File: config.mk
export PLATFORM = sky130hd
export DESIGN_NAME = bts_blend
export DESIGN_NICKNAME = d
export VERILOG_FILES = /design/src/design/bts_pkg.sv /design/src/design/bts_blend.sv
export VERILOG_INCLUDE_DIRS = /design/src /design/src/design
export SDC_FILE = /design/constraint.sdc
export NUM_CORES = 2
export LEC_CHECK = 0
export BUFFER_PORTS_ARGS = -buffer_cell sky130_fd_sc_hd__clkbuf_2
export CAP_MARGIN = 40
export CELL_PAD_IN_SITES_DETAIL_PLACEMENT = 1
export CELL_PAD_IN_SITES_GLOBAL_PLACEMENT = 1
export CORE_MARGIN = 5
export CORE_UTILIZATION = 47
export CTS_CLUSTER_DIAMETER = 120
export DETAILED_ROUTE_END_ITERATION = 6
export PLACE_DENSITY_LB_ADDON = 0.1
export SLEW_MARGIN = 20
export SYNTH_ARGS = -nofsm -noshare
export SYNTH_HDL_FRONTEND = slang
export SYNTH_SLANG_ARGS = --single-unit
File: constraint.sdc
create_clock -name clock -period 6.4 [get_ports clock]
set_input_delay 0 -clock clock [delete_from_list [all_inputs] [get_ports clock]]
set_output_delay 0 -clock clock [all_outputs]
set_load 0.01 [all_outputs]
File: src/design/assert_macros.svh
// assertion macros shared by the sampler rtl
`ifndef ASSERT_MACROS_SVH
`define ASSERT_MACROS_SVH

// clocked assertion with synchronous reset disable
`define BTS_ASSERT(label, clk, rst, prop, msg) \
   label: assert property (@(posedge clk) disable iff (rst) prop) else $error(msg);

// clocked assertion that also holds during reset
`define BTS_ASSERT_ALWAYS(label, clk, prop, msg) \
   label: assert property (@(posedge clk) prop) else $error(msg);

`endif

File: src/design/bts_pkg.sv
// package with widths, codes and types of the bilinear texture sampler
package bts_pkg;

   localparam int TEXEL_ADDR_W = 16;
   localparam int DIM_W        = 9;
   localparam int CHAN_W       = 8;
   localparam int TEXEL_W      = 3 * CHAN_W;
   localparam int FRAC_BITS    = 8;
   localparam int FRAC_W       = 16;
   localparam int COORD_W      = 32;
   localparam int OUT_W        = 16;
   localparam int BIGU_W       = FRAC_W + DIM_W;
   localparam int BIGV_W       = FRAC_W + 1 + DIM_W;
   localparam int REQ_TDATA_W  = TEXEL_ADDR_W + TEXEL_W + 2 * COORD_W;
   localparam int RSP_TDATA_W  = 3 * OUT_W;
   localparam int CSR_ADDR_W   = 3;
   localparam int CSR_DATA_W   = 32;

   localparam logic [DIM_W-1:0] MAX_DIM = 9'd256;

   // command codes carried on tuser
   localparam logic CMD_WRITE  = 1'b0;
   localparam logic CMD_SAMPLE = 1'b1;

   // register byte addresses
   localparam logic [CSR_ADDR_W-1:0] CSR_TEX_WIDTH  = 3'd0;
   localparam logic [CSR_ADDR_W-1:0] CSR_TEX_HEIGHT = 3'd4;

   typedef logic [TEXEL_W-1:0]      texel_type;
   typedef logic [TEXEL_ADDR_W-1:0] taddr_type;
   typedef logic [DIM_W-1:0]        dim_type;
   typedef logic [FRAC_BITS-1:0]    frac_type;

   // control that travels with each pipeline stage
   typedef struct packed {
      logic valid;
      logic cmd;
   } ctl_type;

endpackage

File: src/design/bts_blend.sv
// horizontal then vertical blend of the four corner texels
`include "assert_macros.svh"
module bts_blend (
   input  logic                                    clock,
   input  logic                                    reset,
   input  logic                                    en,
   input  bts_pkg::ctl_type                        in_ctl,
   input  bts_pkg::texel_type [3:0]                in_texel,
   input  bts_pkg::frac_type                       in_s,
   input  bts_pkg::frac_type                       in_t,
   output logic                                    out_valid,
   output logic [2:0][bts_pkg::OUT_W-1:0]          out_chan
);
   import bts_pkg::*;

   localparam logic [FRAC_BITS:0] ONE = 9'd256;

   logic                         valid4_ff, valid5_ff;
   logic [2:0][OUT_W-1:0]        lo_ff, hi_ff, lo_in, hi_in, res_ff, res_in;
   logic [2:0][OUT_W+FRAC_BITS-1:0] sum;
   frac_type                     t_ff;
   logic [FRAC_BITS:0]           ns, nt;
   logic [2:0][CHAN_W-1:0]       c00, c10, c01, c11;

   // stage 4: blend along u for both rows
   always_comb begin
      ns = ONE - {1'b0, in_s};
      for (int k = 0; k < 3; k++) begin
         c00[k]   = in_texel[0][TEXEL_W-1-CHAN_W*k -: CHAN_W];
         c10[k]   = in_texel[1][TEXEL_W-1-CHAN_W*k -: CHAN_W];
         c01[k]   = in_texel[2][TEXEL_W-1-CHAN_W*k -: CHAN_W];
         c11[k]   = in_texel[3][TEXEL_W-1-CHAN_W*k -: CHAN_W];
         lo_in[k] = OUT_W'(ns * c00[k] + in_s * c10[k]);
         hi_in[k] = OUT_W'(ns * c01[k] + in_s * c11[k]);
      end
   end

   // stage 5: blend along v and drop the extra fraction bits
   always_comb begin
      nt = ONE - {1'b0, t_ff};
      for (int k = 0; k < 3; k++) begin
         sum[k]    = nt * lo_ff[k] + t_ff * hi_ff[k];
         res_in[k] = sum[k][2 * FRAC_BITS - 8 +: OUT_W];
      end
   end

   always_ff @(posedge clock) begin
      if (reset) begin
         valid4_ff <= 1'b0;
         valid5_ff <= 1'b0;
      end else if (en) begin
         valid4_ff <= in_ctl.valid && (in_ctl.cmd == CMD_SAMPLE);
         valid5_ff <= valid4_ff;
      end
      if (en) begin
         lo_ff  <= lo_in;
         hi_ff  <= hi_in;
         t_ff   <= in_t;
         res_ff <= res_in;
      end
   end

   assign out_valid = valid5_ff;
   assign out_chan  = res_ff;

   // partial blends never exceed full byte scale
   `BTS_ASSERT(a_lo_range, clock, reset, valid4_ff |-> (lo_ff[0] <= 16'hFF00 && hi_ff[0] <= 16'hFF00), "row blend out of range")
   // a sample in stage 4 reaches the output on the next advance
   `BTS_ASSERT(a_advance, clock, reset, (en && valid4_ff) |=> valid5_ff, "sample lost between blend stages")

endmodule

# Word level (Yosys, flattened, before mapping)
# Cells that the tools add are included.
[classes] n_mul=18 n_div=0 bitwise=0 n_lt_le_gt_ge=0 n_addsub=11 n_eq_ne=0 n_reduce_logical=1 n_mux=0 shifts=0
[ops] op="adder 16 bit" n=6
[ops] op="multiplier 8 x 8 -> 16 bit" n=6
[ops] op="multiplier 9 x 8 -> 16 bit" n=6
[ops] op="adder 24 bit" n=3
[ops] op="multiplier 8 x 16 -> 24 bit" n=3
[ops] op="multiplier 9 x 16 -> 24 bit" n=3
[ops] op="subtractor 9 x 8 -> 9 bit, first input constant" n=2
[ops] op="logical AND 1 bit" n=1
[totals] mem_bits_rw=0 latch_bits=0 in_bits=117 romBits=0 elab_cells=42 n_memories=0 regBits=154

# Depth between registers and ports, before layout
[depth] ltp_word=3 ltp_mapped=28

# Worst setup path before layout
# OpenSTA, ideal clock, no wires.
[synth_timing] path_type="register to register" start="register t_ff[2]" end="register res_ff (netlist bit out_chan[46]) (data pin)" synth_period_minus_slack_ns=6.672 arrival_ns=6.410 path_slack_ns=-0.272 stages_incl_launch_ff=26 n_path_buf=2 cell_sequence="edfxtp_1 -> nor2_1 -> nand3_1 -> nor4_1 -> xnor2_1 -> clkbuf_1 -> clkbuf_1 -> nand2_1 -> fa_1 -> fa_1 -> inv_1 -> fa_1 -> inv_1 -> fa_1 -> fa_1 -> fa_1 -> inv_1 -> ha_1 -> a21o_1 -> a21o_1 -> a21oi_1 -> o31ai_4 -> a31oi_2 -> o21ba_1 -> o21ai_1 -> xor2_1"
[synth_rtl] element="start: declaration" line_no="bts_blend.sv:21" text="frac_type t_ff;"
[synth_rtl] element="start signal: assignment" line_no="bts_blend.sv:58" text="t_ff <= in_t;"
[synth_rtl] element="end signal: assignment" line_no="bts_blend.sv:59" text="res_ff <= res_in;"
[synth_rtl] element="end: declaration" line_no="bts_blend.sv:19" text="logic [2:0][OUT_W-1:0] lo_ff, hi_ff, lo_in, hi_in, res_ff, res_in;"

==> run summary <==
=========================================================================================
Result of the run .......................................................... finished, violations left
Violated checks ............................................................ setup timing
Worst hold path stage count ................................................            3
Residual DRC count .........................................................            0
Startpoint of the most critical hold path .................................. in_texel[88]
Number of vias after detailed routing ......................................        40950
Arrival time worst endpoint ................................................      6980 ps
Overall Global Routing Usage ...............................................       0.2571
Slew @ Worst Pin ...........................................................     760.9 ps
Reg area ...................................................................     4604 um2
Final worst-path setup slack ...............................................    -337.4 ps
Starting density of the core ...............................................       0.4738
Number of buffers inserted during clock tree synthesis .....................           17
Die Wd .....................................................................       358 um
Cell count of the worst reg-to-reg path ....................................           26
Final setup TNS ............................................................     -4204 ps
Setup violators final ......................................................           24
Number of H-tree levels ....................................................            4
YS warnings ................................................................            0
Master cell of the clock root buffer .......................................    clkbuf_16
Peak fanout along the critical path ........................................            7
Final layout net count .....................................................         8498
I/O pin count ..............................................................          166
Setup repair after global routing missed its margin ........................         true
Half-perimeter wire length after detailed placement ........................    128900 um
Fin crit share .............................................................        1.053
Global-route wire length before repair .....................................    256600 um
Final hold violation count .................................................            0
Fmax .......................................................................    148.4 MHz
Seq/Total Area, Yosys ......................................................      0.08090
Final cell area excluding filler cells .....................................    64090 um2
Final Wtd Congestion .......................................................       0.8278
Remaining global-route overflow ............................................            0
CTS tree ...................................................................          yes
Minimum setup slack among reg-to-reg paths .................................      -340 ps
Synth Flop Type ............................................................     edfxtp_1
Total standard cell area after synthesis ...................................    56920 um2
Total wire length ..........................................................    156900 um
Vias in the first global route .............................................        47250
Drt via density ............................................................        5.025
Ratio of cells with drive above 1 in the final layout ......................       0.1178
Detail-routed net length per standard cell .................................     19.25 um
Element type at the critical path end ......................................    flip-flop
Port bufs ..................................................................          165
Num Clock Sinks ............................................................          154
Critical path required time ................................................      6650 ps
Placement Rows .............................................................          127
Clock-pin slew on the worst setup and hold paths ...........................        70 ps
Area inside the core boundary ..............................................   120100 um2
Drt first pass iters .......................................................            5
Fraction of synthesized cell area taken by the top area cell type ..........       0.4453
Ranking of synthesized cells by area ....................................... fa_1 45%, ha_1 13%, inv_1 11%
Insertion delay of the later-clocked pin in the worst-skew pair ............       520 ps
Initial antenna violation count ............................................            9
Syn_nets ...................................................................         8142
Max-cap violation count ....................................................            0
Die Outline Area ...........................................................   128200 um2
Clk buf depth ..............................................................            2
Kind of path behind the tightest hold check ................................    in -> reg
Nature of the critical path startpoint .....................................    flip-flop
Minimum clock period after layout ..........................................      6737 ps
Count of nets left with antenna violations after detail routing ............            0
Launching point of the worst reg2reg path .................................. t_ff[3]$_DFFE_PP_
Area Growth Syn to Fin .....................................................       12.59%
WS Path Type ...............................................................   reg -> reg
Post-synth EDFFs ...........................................................          152
Overall die height .........................................................       358 um
Most common cell in the netlist ............................................        inv_1
Initial detailed-routing violation count ...................................         1904
Number of max-slew violations in the final report ..........................            0
Count of cell types in the netlist .........................................           53
Placement-stage cell area ..................................................    62050 um2
Reg2reg end ................................................................ out_chan[45]$_DFFE_PP_
Fill cells .................................................................        13830
Proportion of register bits with asynchronous set or reset after synthesis .            0
Maximum number of pins on one net before global-route repair ...............           94
Synth Area per Inst ........................................................    9.240 um2
Relative slew margins ......................................................       0.4927
Post-synthesis instance total ..............................................         6160
Synth Register Bits ........................................................          154
Area used by multi-input combinational logic ...............................    46070 um2
Fin Clk Skew ...............................................................     23.82 ps
Cell accounting for the most synthesized area ..............................         fa_1
Hold Path End .............................................................. hi_ff[0]$_DFFE_PP_
Most instantiated cells after synthesis .................................... 1674 x inv_1, 1266 x fa_1, 869 x and2_1
=========================================================================================
-- area by class of cell --
type,count,share of cell area
Tap cell,1612,0.03147
Antenna cell,9,0.0003514
Timing Repair Buffer,577,0.06933
Sequential cell,154,0.07185
Multi-Input combinational cell,4092,0.7189
Clock buffer,18,0.006697
Clock inverter,14,0.003397
Inverter,1674,0.09805
-- worst max path at each step --
stage	slack (ps)	startpoint	endpoint	depth (start not counted)
after floorplan	-20	t_ff[1]$_DFFE_PP_	out_chan[15]$_DFFE_PP_	25
after global placement	-500	t_ff[1]$_DFFE_PP_	out_chan[47]$_DFFE_PP_	24
after detailed placement	-690	t_ff[1]$_DFFE_PP_	out_chan[15]$_DFFE_PP_	25
after CTS	-440	t_ff[2]$_DFFE_PP_	out_chan[45]$_DFFE_PP_	26
after global routing	-510	t_ff[3]$_DFFE_PP_	out_chan[45]$_DFFE_PP_	26
final	-340	t_ff[3]$_DFFE_PP_	out_chan[45]$_DFFE_PP_	26
-- routing by layer --
| metal | GRT usage | vias up | routed length (um) |
|---|---|---|---|
| met2 | 0.4422 | 641 | 76970 |
| met4 | 0.04846 | 2 | 2685 |
| met5 | 0 | - | 13 |
| li1 | - | 18480 | - |
| met3 | 0.02177 | 124 | 5656 |
| met1 | 0.3613 | 21710 | 71560 |
-- cell families (layout without fill, tap and decap cells) --
kind of cell             after synthesis  after routing  share of synthesized area
AO/OA/AOI/OAI                        201            201                    0.02387
XOR/XNOR                             188            188                    0.02893
adder cells (fa/ha/maj)             1865           1865                     0.5769
buffers and inverters               1914           2283                     0.1262
flip-flops                           154            154                    0.08090
multiplexers                           1              1                  0.0001759
other                                  0              9                          0
AND/OR/NAND/NOR                     1837           1837                     0.1630
-- timing repair --
action                                 4_1_cts  5_1_grt
hold buffers                                11        0
endpoints found under the hold margin       51        0
resized for setup                          138       56
buffers inserted                            23       26
setup endpoints to repair                   34       48
pin swaps                                   82       71
cloned                                       0        1
-- sequential cells by signal, indices dropped and copies added, names as in the netlist --
signal     flops
hi_ff         48
lo_ff         48
out_chan      48
t_ff           8
out_valid      1
valid4_ff      1
-- layout by cell type (no fill, tap or decap), drive strengths merged, types with 4 or more instances in the layout --
cell	instances
o21bai	13
diode	9
inv	1677
xnor2	142
o21a	7
nor2b	18
nor3	29
a21oi	68
o31ai	8
o211ai	6
and2	869
or2	7
bufinv	5
nand3	30
clkbuf	182
a211oi	9
dlygate4sd3	11
a31o	8
or3	8
and3	9
nand2	799
ha	599
fa	1266
edfxtp	152
nor2	59
clkinv	5
a21o	27
xor2	46
o21ai	23
o311a	4
a31oi	10
buf	402
-- through the flow --
stage	setup slack, ps	hold WS (ps)	util	instances
floorplan	-23.27	69.07	-	6160
global placement	-502.5	176.1	0.5161	8050
detailed placement	-689.9	180.6	0.5165	8052
CTS	-443.2	54.53	0.5295	8118
global route	-513.5	91.12	0.5333	8143
finish	-337.4	95.25	0.5335	8150
-- critical path, stage by stage (launching register included) --
cell and delay, ps:
edfxtp_1 440, nor2_4 170, nand3_2 120, nor4_4 260, xnor2_4 170, buf_12 180
buf_12 140, and2_4 150, fa_1 470, inv_1 50, fa_1 490, inv_2 40
fa_2 530, fa_1 450, fa_1 500, inv_1 50, fa_1 510, inv_2 50
ha_4 280, nand2_2 50, o21ai_2 170, a31oi_4 60, o31ai_4 260, a31oi_2 140
o21ba_4 230, a211o_1 320, xnor2_1 130
Power is not shown: default switching activity piles up to over one toggle a cycle in this logic, so the estimate is an artifact.
