[src/design/assert_macros.svh]
// assertion macros shared by the sampler rtl
`ifndef ASSERT_MACROS_SVH
`define ASSERT_MACROS_SVH

// clocked assertion with synchronous reset disable
`define BTS_ASSERT(label, clk, rst, prop, msg) \
   label: assert property (@(posedge clk) disable iff (rst) prop) else $error(msg);

// clocked assertion that also holds during reset
`define BTS_ASSERT_ALWAYS(label, clk, prop, msg) \
   label: assert property (@(posedge clk) prop) else $error(msg);

`endif

[src/design/bts_pkg.sv]
// package with widths, codes and types of the bilinear texture sampler
package bts_pkg;

   localparam int TEXEL_ADDR_W = 16;
   localparam int DIM_W        = 9;
   localparam int CHAN_W       = 8;
   localparam int TEXEL_W      = 3 * CHAN_W;
   localparam int FRAC_BITS    = 8;
   localparam int FRAC_W       = 16;
   localparam int COORD_W      = 32;
   localparam int OUT_W        = 16;
   localparam int BIGU_W       = FRAC_W + DIM_W;
   localparam int BIGV_W       = FRAC_W + 1 + DIM_W;
   localparam int REQ_TDATA_W  = TEXEL_ADDR_W + TEXEL_W + 2 * COORD_W;
   localparam int RSP_TDATA_W  = 3 * OUT_W;
   localparam int CSR_ADDR_W   = 3;
   localparam int CSR_DATA_W   = 32;

   localparam logic [DIM_W-1:0] MAX_DIM = 9'd256;

   // command codes carried on tuser
   localparam logic CMD_WRITE  = 1'b0;
   localparam logic CMD_SAMPLE = 1'b1;

   // register byte addresses
   localparam logic [CSR_ADDR_W-1:0] CSR_TEX_WIDTH  = 3'd0;
   localparam logic [CSR_ADDR_W-1:0] CSR_TEX_HEIGHT = 3'd4;

   typedef logic [TEXEL_W-1:0]      texel_type;
   typedef logic [TEXEL_ADDR_W-1:0] taddr_type;
   typedef logic [DIM_W-1:0]        dim_type;
   typedef logic [FRAC_BITS-1:0]    frac_type;

   // control that travels with each pipeline stage
   typedef struct packed {
      logic valid;
      logic cmd;
   } ctl_type;

endpackage

[src/design/bts_addr.sv]
// coordinate scaling, corner clamping and texel address generation
`include "assert_macros.svh"
module bts_addr (
   input  logic                                clock,
   input  logic                                reset,
   input  logic                                en,
   input  bts_pkg::ctl_type                    in_ctl,
   input  bts_pkg::taddr_type                  in_waddr,
   input  bts_pkg::texel_type                  in_wdata,
   input  logic signed [bts_pkg::COORD_W-1:0]  coord_u,
   input  logic signed [bts_pkg::COORD_W-1:0]  coord_v,
   input  bts_pkg::dim_type                    tex_width,
   input  bts_pkg::dim_type                    tex_height,
   output bts_pkg::ctl_type                    out_ctl,
   output bts_pkg::taddr_type [3:0]            out_addr,
   output bts_pkg::frac_type                   out_s,
   output bts_pkg::frac_type                   out_t,
   output bts_pkg::taddr_type                  out_waddr,
   output bts_pkg::texel_type                  out_wdata
);
   import bts_pkg::*;

   dim_type             w, h;
   ctl_type             ctl1_ff, ctl2_ff;
   logic [BIGU_W-1:0]   bigu_ff, bigu_in;
   logic [BIGV_W-1:0]   bigv_ff, bigv_in;
   taddr_type           waddr1_ff, waddr2_ff;
   texel_type           wdata1_ff, wdata2_ff;
   dim_type             iu, iv, x1, y0, y1;
   taddr_type [3:0]     addr_ff, addr_in;
   frac_type            s_ff, t_ff;
   logic [FRAC_W:0]     vf;

   // effective dimensions: zero acts as one, large values saturate
   always_comb begin
      w = (tex_width == '0) ? 9'd1 : ((tex_width > MAX_DIM) ? MAX_DIM : tex_width);
      h = (tex_height == '0) ? 9'd1 : ((tex_height > MAX_DIM) ? MAX_DIM : tex_height);
   end

   // stage 1: wrap to fraction, flip v, scale by dimensions
   always_comb begin
      vf      = 17'h10000 - {1'b0, coord_v[FRAC_W-1:0]};
      bigu_in = BIGU_W'(coord_u[FRAC_W-1:0] * w);
      bigv_in = BIGV_W'(vf * h);
   end

   always_ff @(posedge clock) begin
      if (reset) begin
         ctl1_ff <= '0;
      end else if (en) begin
         ctl1_ff <= in_ctl;
      end
      if (en) begin
         bigu_ff   <= bigu_in;
         bigv_ff   <= bigv_in;
         waddr1_ff <= in_waddr;
         wdata1_ff <= in_wdata;
      end
   end

   // stage 2: clamp corners to the texture and form row-major addresses
   always_comb begin
      iu = DIM_W'(bigu_ff[BIGU_W-1:FRAC_W]);
      iv = DIM_W'(bigv_ff[BIGV_W-1:FRAC_W]);
      x1 = (iu + 9'd1 > w - 9'd1) ? w - 9'd1 : iu + 9'd1;
      y0 = (iv > h - 9'd1) ? h - 9'd1 : iv;
      y1 = (iv + 9'd1 > h - 9'd1) ? h - 9'd1 : iv + 9'd1;
      addr_in[0] = TEXEL_ADDR_W'(y0 * w + iu);
      addr_in[1] = TEXEL_ADDR_W'(y0 * w + x1);
      addr_in[2] = TEXEL_ADDR_W'(y1 * w + iu);
      addr_in[3] = TEXEL_ADDR_W'(y1 * w + x1);
   end

   always_ff @(posedge clock) begin
      if (reset) begin
         ctl2_ff <= '0;
      end else if (en) begin
         ctl2_ff <= ctl1_ff;
      end
      if (en) begin
         addr_ff   <= addr_in;
         s_ff      <= bigu_ff[FRAC_W-1:FRAC_W-FRAC_BITS];
         t_ff      <= bigv_ff[FRAC_W-1:FRAC_W-FRAC_BITS];
         waddr2_ff <= waddr1_ff;
         wdata2_ff <= wdata1_ff;
      end
   end

   assign out_ctl   = ctl2_ff;
   assign out_addr  = addr_ff;
   assign out_s     = s_ff;
   assign out_t     = t_ff;
   assign out_waddr = waddr2_ff;
   assign out_wdata = wdata2_ff;

   // lower row never lies above the upper one
   `BTS_ASSERT(a_row_order, clock, reset, (ctl2_ff.valid && ctl2_ff.cmd == CMD_SAMPLE) |-> (addr_ff[2] >= addr_ff[0]), "lower row address below upper row")

endmodule

[config.mk]
export PLATFORM = sky130hd
export DESIGN_NAME = bts_addr
export DESIGN_NICKNAME = d
export VERILOG_FILES = /design/src/design/bts_pkg.sv /design/src/design/bts_addr.sv
export VERILOG_INCLUDE_DIRS = /design/src /design/src/design
export SDC_FILE = /design/constraint.sdc
export NUM_CORES = 1
export LEC_CHECK = 0
export BUFFER_PORTS_ARGS = -buffer_cell sky130_fd_sc_hd__buf_2
export CELL_PAD_IN_SITES_DETAIL_PLACEMENT = 0
export CELL_PAD_IN_SITES_GLOBAL_PLACEMENT = 1
export CORE_UTILIZATION = 52
export CTS_BUF_LIST = sky130_fd_sc_hd__clkbuf_16
export DETAILED_ROUTE_END_ITERATION = 7
export GPL_TIMING_DRIVEN = 0
export HOLD_SLACK_MARGIN = 0.06
export PLACE_DENSITY = 0.95
export SLEW_MARGIN = 20
export SYNTH_ARGS = -nofsm -noshare
export SYNTH_HDL_FRONTEND = slang
export SYNTH_SLANG_ARGS = --single-unit
[constraint.sdc]
create_clock -name clock -period 17.8 [get_ports clock]
set_input_delay 2.67 -clock clock [delete_from_list [all_inputs] [get_ports clock]]
set_output_delay 2.67 -clock clock [all_outputs]
set_load 0.1 [all_outputs]
==> Yosys cells after proc, flatten, opt, wreduce, memory -nomap -nowiden <==
Index checks and enable logic that the tools add are counted.
{ "totals": {"elab_cells": 43, "input_bits": 127, "ff_bits": 214} }
{ "op_classes": {"mux": 7, "addsub": 9, "n_lt_le_gt_ge": 5, "multipliers": 4, "reduce_logical": 2} }
{ "op_table": {"columns": ["op", "count"], "rows": [
  ["adder 16 x 9 -> 16 bit", 4],
  ["2-to-1 mux 9 bit", 7],
  ["multiplier 9 x 9 -> 16 bit", 2],
  ["> comparator 9 bit", 3],
  ["multiplier 16 x 9 -> 25 bit", 1],
  ["multiplier 17 x 9 -> 25 bit", 1],
  ["adder 9 x 1 -> 9 bit (second input constant)", 2],
  ["> comparator 9 bit (second input constant)", 2],
  ["logical NOT 9 bit", 2],
  ["subtractor 9 x 1 -> 9 bit (second input constant)", 2],
  ["subtractor 17 x 16 -> 17 bit (first input constant)", 1]
]} }

==> Depth between registers and ports, before layout <==
{ "logic_depth": {"word_depth": 8, "depth_mapped": 40} }

==> Least setup slack after synthesis <==
Ideal clock, no wire load.
{ "synth_path": {"path_type": "input -> register", "from": "input port tex_height[4]", "to": "register addr_ff (netlist bit out_addr[31]), data pin", "setup_slack_ns": 6.699, "setup_time_ns": 0.268, "stages": 34, "n_path_buf": 3, "t_arrival_ns": 10.833, "path_cell_list": "buf_2 nor4_1 a21oi_1 nor2_1 clkbuf_1 inv_1 ha_1 xor2_1 inv_1 ha_1 a21oi_1 nand2_1 maj3_1 o211ai_2 a22oi_4 buf_2 o21ai_1 nand2b_1 fa_1 fa_1 inv_1 fa_1 inv_1 fa_1 inv_1 ha_1 o21ai_0 a21boi_0 o21ai_0 o21ai_0 a2111o_1 or2_2 nor4_1 xnor3_1"} }
{ "synth_rtl": {"columns": ["element", "line", "rtl"], "rows": [
  ["start, declared", "bts_addr.sv:13", "input bts_pkg::dim_type tex_height,"],
  ["end signal, assigned", "bts_addr.sv:81", "addr_ff <= addr_in;"],
  ["end, declared", "bts_addr.sv:30", "taddr_type [3:0] addr_ff, addr_in;"]
]} }

==> summary.txt <==
Timing
  • Final-report hold violation count: 0
  • Setup TNS: 0 ns
  • Max Slew Vio Count: 0
  • Post-layout min period: 12.92 ns
  • Final setup violation count: 0
  • Clock skew: 0.0203 ns
  • Relative max-transition margin: 25.5%
  • Fmax: just under 80 MHz
  • Worst Max-Slew Pin Slew: 1.10 ns
  • RSZ-0062 raised after global routing: no
  • Crit share post-route: 72.6%

Clocking
  • Clock root cell: clkbuf_16
  • TritonCTS Buffers: 17
  • Cts hold-fix bufs: 0
  • Setup Fix Bufs, Post-CTS: 0
  • # resized after CTS: 0
  • H-Tree Level Count: 4
  • Reg clk slew, reported paths: 0.08 ns
  • TritonCTS clock tree: done
  • CTS max path bufs: 2
  • Clk sinks: approximately 200
  • Skew-Pair Late Insertion Delay: 0.47 ns

Route
  • Initial drt markers: 1,174
  • Met3 Routed Length: 3760 um
  • Post-route ant nets: 0
  • Final WL: 53,300 um
  • DR DRC count: 0
  • Met2 wire length: 25,800 um
  • Vias: 16,900
  • Routed WL per cell: roughly 17 um
  • Metal-1 WL: 22,500 um
  • Drt via density: approximately 5.3
  • 1st-pass router iterations: 5
  • Top layer in use: met4

Worst setup path
  • Crit path from: tex_height[4]
  • Worst r2r src: bigv_ff[16]$_DFFE_PP_
  • CP max FO: 10
  • Worst Path Required: 17.99 ns
  • Cell family with most CP delay: adder cells
  • RR Endpoint: out_addr[47]$_DFFE_PP_
  • R2R depth: 28
  • CP Class: primary input to flip-flop
  • Crit path largest cell delay: 0.64 ns
  • Setup crit end kind: flip-flop
  • Critical-path top delay cell: o21ai_1
  • Sum of buffers and inverters on the critical path: 8
  • Critical path arrival: between 10 and 15 ns
  • R2R setup slack: approximately 9.2 ns
  • Critical Path End: out_addr[31]$_DFFE_PP_
  • Setup crit start kind: primary input
  • CP Depth: 34
  • Cell mode on critical path: inv_1

Logic synthesis
  • Adder-cell share of the synthesized area: 37.6%
  • Post-synth EDFFs: 194
  • Synth unique cells: 78
  • Largest family of logic cells by synthesized area: adder cells
  • Share of the synthesized area in the top cell type: between 20% and 30%
  • Syn. warnings: 0
  • Syn nets: approximately 3,000
  • Most frequent cell after synthesis: inv_1
  • Complex-gate fraction of the synthesized area: 6.94%
  • Post-synth ARST share: 0%
  • Mapped Cells: between 2,000 and 2,500
  • Top post-synthesis cells by count: 414 x inv_1, 304 x fa_1, 291 x nand2_1, 203 x ha_1, 194 x edfxtp_1
  • Most used flip-flop cell after synthesis: edfxtp_1
  • Synth Area in Simple Gates: between 10% and 20%
  • Synth top area cells: fa_1 26%, edfxtp_1 25%, ha_1 11%
  • Post-Syn Area: 0.0230 mm2
  • Sequential cell area fraction in the yosys report: 25.7%
  • Avg Synthesized Cell Area: 9.88 um2
  • Cell taking the most area after synthesis: fa_1
  • Flops & latches, synth: 198
  • Mux share of post-synthesis cell area: between 1 and 1.5%
  • Synth Area in XOR/XNOR: 6.22%

Finish
  • Share of cells above drive strength 1: 10.9%
  • Layout fillers: 3,771
  • Fin nets: 3,183
  • Area Growth Syn to Fin: 10.5%

Die
  • Core Rows: 76
  • Die area: 0.0450 mm2
  • Core Region: between 0.04 and 0.05 mm2
  • Die Ht: 212 um
  • Initial Utilization: 53.0%
  • Total I/O pin count: ~250
  • Die width: 212 um

Place
  • RePlAce Congestion: 0.941
  • HPWL after DPL: 43,400 um
  • PortBufs: 202

Hold path
  • Worst min path class: flip-flop to flip-flop
  • Hold path cells: 0

GRT
  • Tot GR Track Use: 24.7%
  • Global route overflow: 0
  • First-pass GRT wire length: approximately 86,000 um
  • Vias in the first global route: around 17,000
  • Initial antenna violation count: 6
  • Largest net degree at the start of global routing: roughly 120

Outcome
  • Status: completed

Job
  • MaxCap Viol Count: 0
## worst min path at each step
stage                         endpoint  slack (ns)               startpoint
3_3_place_gp   out_waddr[12]$_DFFE_PP_        0.40  waddr1_ff[12]$_DFFE_PP_
5_1_grt         out_wdata[0]$_DFFE_PP_        0.42   wdata1_ff[0]$_DFFE_PP_
3_5_place_dp        out_t[0]$_DFFE_PP_        0.40     bigv_ff[8]$_DFFE_PP_
6_report        out_wdata[0]$_DFFE_PP_        0.42   wdata1_ff[0]$_DFFE_PP_
4_1_cts         out_waddr[7]$_DFFE_PP_        0.42   waddr1_ff[7]$_DFFE_PP_
2_1_floorplan       out_s[0]$_DFFE_PP_        0.40     bigu_ff[8]$_DFFE_PP_
## state kept, by name, indices dropped and copies added, names as in the netlist
| signal | flops |
|---|---|
| bigu_ff | 17 |
| bigv_ff | 17 |
| ctl1_ff | 2 |
| out_addr | 64 |
| out_ctl | 2 |
| out_s | 8 |
| out_t | 8 |
| out_waddr | 16 |
| out_wdata | 24 |
| waddr1_ff | 16 |
| wdata1_ff | 24 |
## stage by stage
stage          cell area (um2)  worst slack [ns]  hold slack, ns  utilization (%)  instances
3_3_place_gp             24700              4.79           0.400             57.0       3113
4_1_cts                  25400              5.12           0.421             58.6       3147
2_1_floorplan            23000              6.70           0.400                -       2326
3_5_place_dp             24800              4.66           0.405             57.1       3115
5_1_grt                  25400              4.29           0.418             58.6       3150
6_report                 25400              4.88           0.417             58.6       3153
## layout by cell type, fill, tap and decap left out, types with 6 or more instances in the layout
cell       netlist  final
a211oi_1        16     16
a21boi_0         7      7
a21o_1          18     18
a21oi_1         65     65
a31oi_1         10     10
and2_1          65     65
buf_1           13     14
buf_2            7    208
clkbuf_1        46     46
clkbuf_16        0     17
clkinv_8         0      6
diode_2          0      6
edfxtp_1       194    194
fa_1           304    304
ha_1           203    203
inv_1          414    414
mux2i_1         19     19
nand2_1        291    291
nand2b_1        19     19
nand3_1         29     29
nand3b_1        11     11
nand4_1         11     11
nor2_1         170    170
nor2b_1         30     30
nor3_1          25     25
nor3b_1         12     12
nor4_1          12     12
o211ai_1         7      7
o21a_1          20     20
o21ai_0         36     36
o21ai_1          6      6
o21bai_1         9      9
or2_2           13     13
or3_1            7      7
xnor2_1        103    103
xor2_1          55     55
## cell type report
| cell class | count | area [um2] | area share, % |
|---|---|---|---|
| Clock inverter | 15 | 195 | 0.768 |
| Buffer | 67 | 268 | 1.05 |
| Timing Repair Buffer | 204 | 1050 | 4.14 |
| Sequential cell | 198 | 5910 | 23.2 |
| Inverter | 418 | 1570 | 6.18 |
| Antenna cell | 6 | 15.0 | 0.0591 |
| Tap cell | 585 | 732 | 2.88 |
| Multi-Input combinational cell | 1643 | 15200 | 60.0 |
| Clock buffer | 17 | 425 | 1.67 |
## layer usage
layer / global-route usage (%) / vias to the layer above
met1: 31.9 / 8330
met5: 0 / -
li1: - / 7926
met4: 8.81 / 0
met3: 4.61 / 71
met2: 41.5 / 524
## worst reg2reg max path, delay by kind of cell, from the launching register on
kind | cells | cell delay [ns]
and+or+nand+nor | 5 | 0.72
xor gates and xnor gates | 3 | 1.25
muxes | 1 | 0.79
DFF | 1 | 0.51
adders and majority gates | 7 | 3.08
AOI/OAI and AO/OA | 8 | 1.81
buffers and inverters | 4 | 0.19
## kinds of logic after synthesis
group / after synthesis
xor gates and xnor gates: 160
and+or+nand+nor: 716
AOI/OAI and AO/OA: 236
DFF: 198
muxes: 23
adders and majority gates: 508
buffers and inverters: 485
Power is not shown: default switching activity piles up to over one toggle a cycle in this logic, so the estimate is an artifact.
